===== config.mk =====
export PLATFORM = sky130hd
export DESIGN_NAME = start_stop_bit_deframer
export DESIGN_NICKNAME = d
export VERILOG_FILES = /design/src/rtl/ssbd_pkg.sv /design/src/rtl/start_stop_bit_deframer.sv /design/src/rtl/ssbd_bit_cell.sv /design/src/rtl/ssbd_deframe_core.sv
export SDC_FILE = /design/constraint.sdc
export NUM_CORES = 1
export LEC_CHECK = 0
export BUFFER_PORTS_ARGS = -buffer_cell sky130_fd_sc_hd__buf_2
export CAP_MARGIN = 10
export CORE_MARGIN = 10
export CORE_UTILIZATION = 63
export DETAILED_ROUTE_END_ITERATION = 10
export MAX_ROUTING_LAYER = met4
export PLACE_DENSITY_LB_ADDON = 0.3
export SETUP_SLACK_MARGIN = 0.4
export SLEW_MARGIN = 5
export SYNTH_ARGS = -nofsm -noshare
export SYNTH_HDL_FRONTEND = slang
export SYNTH_SLANG_ARGS = --single-unit

===== constraint.sdc =====
create_clock -name clk -period 12.9 [get_ports clk]
set_input_delay 2.58 -clock clk [delete_from_list [all_inputs] [get_ports clk]]
set_output_delay 2.58 -clock clk [all_outputs]
set_load 0.05 [all_outputs]

===== src/rtl/ssbd_pkg.sv =====
// Shared types and constants for the start/stop bit deframer.
// No dependencies; used by every module under rtl/.
package ssbd_pkg;

  localparam int LINE_BITS = 8;
  localparam int DATA_BITS = 8;

  typedef logic [3:0] pos_t;
  typedef logic [3:0] cnt_t;
  typedef logic [7:0] char_t;

  // Bit position codes: hunting for a start bit, first and last data bit.
  localparam pos_t POS_HUNT  = 4'd0;
  localparam pos_t POS_FIRST = 4'd1;
  localparam pos_t POS_LAST  = 4'(DATA_BITS);

  typedef struct packed {
    pos_t  bit_position;
    char_t char_shift;
  } deframe_state_t;

  localparam deframe_state_t STATE_RESET = '{bit_position: POS_HUNT, char_shift: '0};

endpackage


===== src/rtl/start_stop_bit_deframer.sv =====
// Top level of the start/stop bit deframer: input register, deframe core, result register.
// Depends on ssbd_pkg and ssbd_deframe_core.
//
//   channel | direction | handshake          | payload
//   --------+-----------+--------------------+---------------------------
//   in      | sink      | in_valid/in_stall  | in_byte[7:0], bit_count[3:0]
//   out     | source    | out_valid/out_stall| char_byte[7:0]
//
// One line byte per cycle while in_stall is low.
// All eight bit steps run in one pass through the deframe core between
// the input register and the result register.
// Synchronous reset puts the deframer in start bit hunt with empty registers.
// A byte that completes no character never waits on out_stall; one that does
// waits only while the result register holds an untaken character.
module start_stop_bit_deframer
  import ssbd_pkg::*;
(
  input  logic  clk,
  input  logic  rst,
  input  logic  in_valid,
  output logic  in_stall,
  input  char_t in_byte,
  input  cnt_t  bit_count,
  output logic  out_valid,
  input  logic  out_stall,
  output char_t char_byte
);

  logic           s1_valid;
  char_t          s1_byte;
  cnt_t           s1_count;
  deframe_state_t deframe_state;
  deframe_state_t deframe_state_next;
  logic           produced;
  char_t          core_char;
  logic           s1_go;

  ssbd_deframe_core u_core (
    .line_byte (s1_byte),
    .bit_count (s1_count),
    .state_in  (deframe_state),
    .state_out (deframe_state_next),
    .produced  (produced),
    .char_byte (core_char)
  );

  // advance unless a new character would overwrite one still waiting
  assign s1_go    = s1_valid && (!out_valid || !out_stall || !produced);
  assign in_stall = s1_valid && !s1_go;

  always_ff @(posedge clk) begin
    if (rst) begin
      s1_valid      <= 1'b0;
      deframe_state <= STATE_RESET;
      out_valid     <= 1'b0;
    end else begin
      if (!in_stall) begin
        s1_valid <= in_valid;
      end
      if (s1_go) begin
        deframe_state <= deframe_state_next;
      end
      if (s1_go && produced) begin
        out_valid <= 1'b1;
      end else if (!out_stall) begin
        out_valid <= 1'b0;
      end
    end
  end

  always_ff @(posedge clk) begin
    if (in_valid && !in_stall) begin
      s1_byte  <= in_byte;
      s1_count <= bit_count;
    end
    if (s1_go && produced) begin
      char_byte <= core_char;
    end
  end

  a_pos_range: assert property (@(posedge clk) disable iff (rst)
    deframe_state.bit_position <= POS_LAST)
    else $error("bit position out of range");

  a_stall_needs_item: assert property (@(posedge clk) disable iff (rst)
    in_stall |-> (s1_valid && out_valid && out_stall))
    else $error("input stalled without a blocked result");

  a_zero_count_hold: assert property (@(posedge clk) disable iff (rst)
    (s1_go && s1_count == '0) |=> $stable(deframe_state))
    else $error("state changed on an empty transaction");

  a_reset_clears_out: assert property (@(posedge clk)
    rst |=> !out_valid)
    else $error("result valid right after reset");

endmodule


===== src/rtl/ssbd_bit_cell.sv =====
// One line-bit step of the deframer: start bit hunt or data bit collect.
// Depends on ssbd_pkg.
module ssbd_bit_cell
  import ssbd_pkg::*;
(
  input  logic           en,
  input  logic           line_bit,
  input  deframe_state_t state_in,
  output deframe_state_t state_out,
  output logic           done,
  output char_t          char_out
);

  logic hunting;

  assign hunting  = (state_in.bit_position == POS_HUNT) || (state_in.bit_position > POS_LAST);
  assign char_out = {line_bit, state_in.char_shift[7:1]};

  always_comb begin
    state_out = state_in;
    done      = 1'b0;
    if (en) begin
      if (hunting) begin
        // zero bit is the start bit
        if (!line_bit) begin
          state_out.bit_position = POS_FIRST;
          state_out.char_shift   = '0;
        end
      end else begin
        state_out.char_shift = char_out;
        if (state_in.bit_position == POS_LAST) begin
          done                   = 1'b1;
          state_out.bit_position = POS_HUNT;
        end else begin
          state_out.bit_position = state_in.bit_position + POS_FIRST;
        end
      end
    end
  end

endmodule


===== src/rtl/ssbd_deframe_core.sv =====
// Row of eight bit cells that processes one line byte in a single pass.
// Depends on ssbd_pkg and ssbd_bit_cell.
module ssbd_deframe_core
  import ssbd_pkg::*;
(
  input  char_t          line_byte,
  input  cnt_t           bit_count,
  input  deframe_state_t state_in,
  output deframe_state_t state_out,
  output logic           produced,
  output char_t          char_byte
);

  cnt_t           eff_count;
  deframe_state_t chain [LINE_BITS+1];
  logic [LINE_BITS-1:0] done_v;
  char_t          char_v [LINE_BITS];

  // clamp counts above eight
  assign eff_count = (bit_count > cnt_t'(LINE_BITS)) ? cnt_t'(LINE_BITS) : bit_count;
  assign chain[0]  = state_in;

  for (genvar i = 0; i < LINE_BITS; i++) begin : g_cell
    ssbd_bit_cell u_cell (
      .en        (cnt_t'(i) < eff_count),
      .line_bit  (line_byte[LINE_BITS-1-i]),
      .state_in  (chain[i]),
      .state_out (chain[i+1]),
      .done      (done_v[i]),
      .char_out  (char_v[i])
    );
  end

  assign state_out = chain[LINE_BITS];
  assign produced  = |done_v;

  // at most one cell completes a character per byte
  always_comb begin
    char_byte = '0;
    for (int i = 0; i < LINE_BITS; i++) begin
      if (done_v[i]) begin
        char_byte = char_byte | char_v[i];
      end
    end
  end

endmodule

==> results summary <==
Clock-pin slew was measured on the worst setup and hold paths at 0.06 ns. STA classifies the critical path startpoint as a flip-flop. The area share of the largest cell type after synthesis came out at 0.137.

The largest clock skew in the final design came out at 0.00730 ns. The delay contributed by the slowest stage of the critical path is 0.37 ns. Data on the critical path arrives at its endpoint at 9.44 ns. The wire length of the first global-routing pass is 21.4 mm. The overflow left after global routing is 0. Of the synthesized area, sequential elements account for 0.197. The global routing usage summed across all routing layers came out at 0.255. The hold violation count in the final report came out at 0.

The final estimated routing congestion in global placement is 0.978. The biggest area contributor in the post-synthesis netlist is edfxtp_1. The total of flip-flops plus latches after synthesis is 33. The cell type of the slowest stage on the worst timing path is dfxtp_4.

After layout, the worst setup slack is 0.876 ns. The average size of a mapped cell came out at 7.72 µm². The H-tree generated during clock tree synthesis spans 2 levels. The run finished with clean final reports. In this design, the critical path's most frequently occurring cell is inv_1.

For this configuration, the core starts out at a cell density of 0.646. For met3 alone, demand over resource in global routing was 0.0332. The worst setup path is captured at an output port. The vertical extent of the die is 103 µm. The final net count came out at 630. The number of buffers inserted during clock tree synthesis is 5. The normalized max-slew margin is 0.241. The met2 routing resource usage after global routing came out at 0.381.

The initial antenna violation count is 0. The boundary pin count came out at 26. The number of hold-repair buffers added at the cts stage is 0. Counting every instance in the synthesized netlist gives 566.

The post-synthesis share of cell area spent on xor and xnor gates is 0.0155. On the final layout, the worst hold slack is 0.511 ns. The pin count of the biggest net entering global routing came out at 24.

The most frequently used flop master after synthesis is edfxtp_1. The final count of pins violating max slew came out at 0. The simple-gate area share of the yosys netlist came out at 0.268. The root buffer cell chosen for the clock tree is clkbuf_8. The mean routed wirelength per cell is 19.6 µm.

The largest buffer count on any clock path is 2. The antenna cell count came out at 0. Timing would allow up to 83.2 MHz. In this run the worst path has a maximum fanout of 9.

Sorting the synthesized cells by area gives the leading types as edfxtp_1 (14%), dfxtp_1 (6.0%), a21oi_1 (5.2%). For this run, global-route usage on met1 was measured as 0.344. The top cell types in the final layout, fill and taps aside, are nand2_1 (58), a21oi_1 (44), inv_1 (31), nor2_1 (31), o21ai_0 (30). The count of TritonRoute iterations in the first routing pass is 6.

The highest-utilization routing layer at the global route stage is met2. The core region is 6760 µm². Input and output buffers added on the ports amount to 25. The detailed-route via count is 4847. The antenna violation net count after detailed routing came out at 0.

The number of placement rows is 30. The number of global-route vias before repair came out at 4342. TritonCTS built the clock tree. The compound-cell area share of the yosys netlist is 0.390.

The residual DRC count came out at 0. The number of synthesized flops with an enable pin is 20. The relative area change from synthesis to final layout came out at 11.7%. The number of synthesis warnings came out at 0. The required time of the critical path came out at 10.32 ns. The floorplan step defined a die boundary enclosing 10700 µm². The pre-CTS setup slack came out at -0.0483 ns. The worst hold path belongs to the class reg -> reg. The async set or reset register ratio after synthesis is 0. The total of max-cap violations came out at 0. For the pin with the worst max-slew slack, the measured transition is 1.13 ns. The total standard cell area after synthesis came out at 4370 µm². The number of nets in the synthesized netlist is 598. The synthesized-area fraction occupied by adder cells is 0.0458. Setup repair after global routing left no endpoint under its margin.

The routed design has 13.3 mm of wire. The placed wire-length estimate after detailed placement came out at 10.3 mm. The routed design could run at a clock period as short as 12.02 ns. The vias per cell is 7.14. The count of clock tree sinks is 33. The number of setup violations in the final report came out at 0. The kind of critical path is reg -> out. The share of cell area taken by muxes after synthesis came out at 0.0272.

The latest clock arrival within the worst-skew pair came out at 0.29 ns. Of the cells placed in the final design, the portion with a size suffix greater than 1 is 0.204. After synthesis, the largest family of logic cells by area is compound AO/OA/AOI/OAI gates. The number of different library cells used by synthesis comes to 91. The library cell used most frequently in the layout, excluding fill and tap cells, is nand2_1. Of the available clock period, the critical path in the final layout requires 0.932.

The die width is 103 µm. The initial DRC count came out at 582.
==> kinds of logic after synthesis <==
group | Yosys count
adders and majority gates | 16
xor gates and xnor gates | 6
DFF | 33
muxes | 10
buffers and inverters | 59
and+or+nand+nor | 214
AOI/OAI and AO/OA | 228
==> Yosys cell counts (all sizes together) (5+ instances only) <==
cell,instances
a22oi,10
o22ai,12
or2,7
nand3b,6
a221oi,9
ha,16
o21a,8
a211oi,10
nor2,32
a21o,8
buf,12
inv,34
o211ai,11
dfxtp,13
and2,8
a31oi,14
nand2b,7
edfxtp,20
o21ai,37
nand2,58
a21oi,45
clkbuf,13
mux2i,8
o221ai,6
a221o,6
nor3,22
o31ai,5
a311oi,10
nand3,20
and3,12
nand4,7
==> stage by stage <==
step,setup TNS [ns],cells,util,cell area (µm²)
2_1_floorplan,0,566,-,4370
3_3_place_gp,0,658,0.676,4570
3_5_place_dp,-0.0483,658,0.676,4570
4_1_cts,0,668,0.697,4710
5_1_grt,0,679,0.722,4880
6_report,0,679,0.722,4880
==> critical path: cells and delay by family, from the launching register on <==
family / cells / cell delay, ns
AO/OA/AOI/OAI: 12 / 2.21
XOR/XNOR: 3 / 0.52
adder cells (fa/ha/maj): 8 / 1.70
buffers and inverters: 11 / 1.05
flip-flops: 1 / 0.37
multiplexers: 3 / 0.46
AND/OR/NAND/NOR: 15 / 2.86
==> path summary, 6_finish.rpt <==
kind                                       start    endpoint  slack [ns]  depth (start not counted)
worst min register to register          s1_valid   out_valid        0.51                          2
worst max register to register  deframe_state[8]  s1_byte[7]        2.94                         51
worst min-delay path                    s1_valid   out_valid        0.51                          2
worst max-delay path            deframe_state[8]    in_stall        0.88                         52
==> flip-flops by register name (all words and copies together), names as in the netlist <==
name and flops:
char_byte 8, deframe_state 11, out_valid 1, s1_byte 8, s1_count 4, s1_valid 1
==> cell type report <==
type                            count  area [µm²]
Clock buffer                        6        72.6
Tap cell                           80         100
Fill cell                         552        1880
Inverter                           34         128
Timing Repair Buffer               50         319
Sequential cell                    33         866
Multi-Input combinational cell    474        3380
Clock inverter                      2        10.0
==> metal layers <==
layer / up-vias / wire (µm)
li1: 2297 / -
met1: 2230 / 5790
met2: 276 / 5970
met3: 44 / 1190
met4: 0 / 361
met5: - / 0
==> repair_timing <==
action / 4_1_cts / 5_1_grt
resized for setup: 11 / 20
setup buffers: 2 / 11
pin swaps: 2 / 7
setup endpoints to repair: 1 / 1
Power is not shown: default switching activity piles up to over one toggle a cycle in this logic, so the estimate is an artifact.
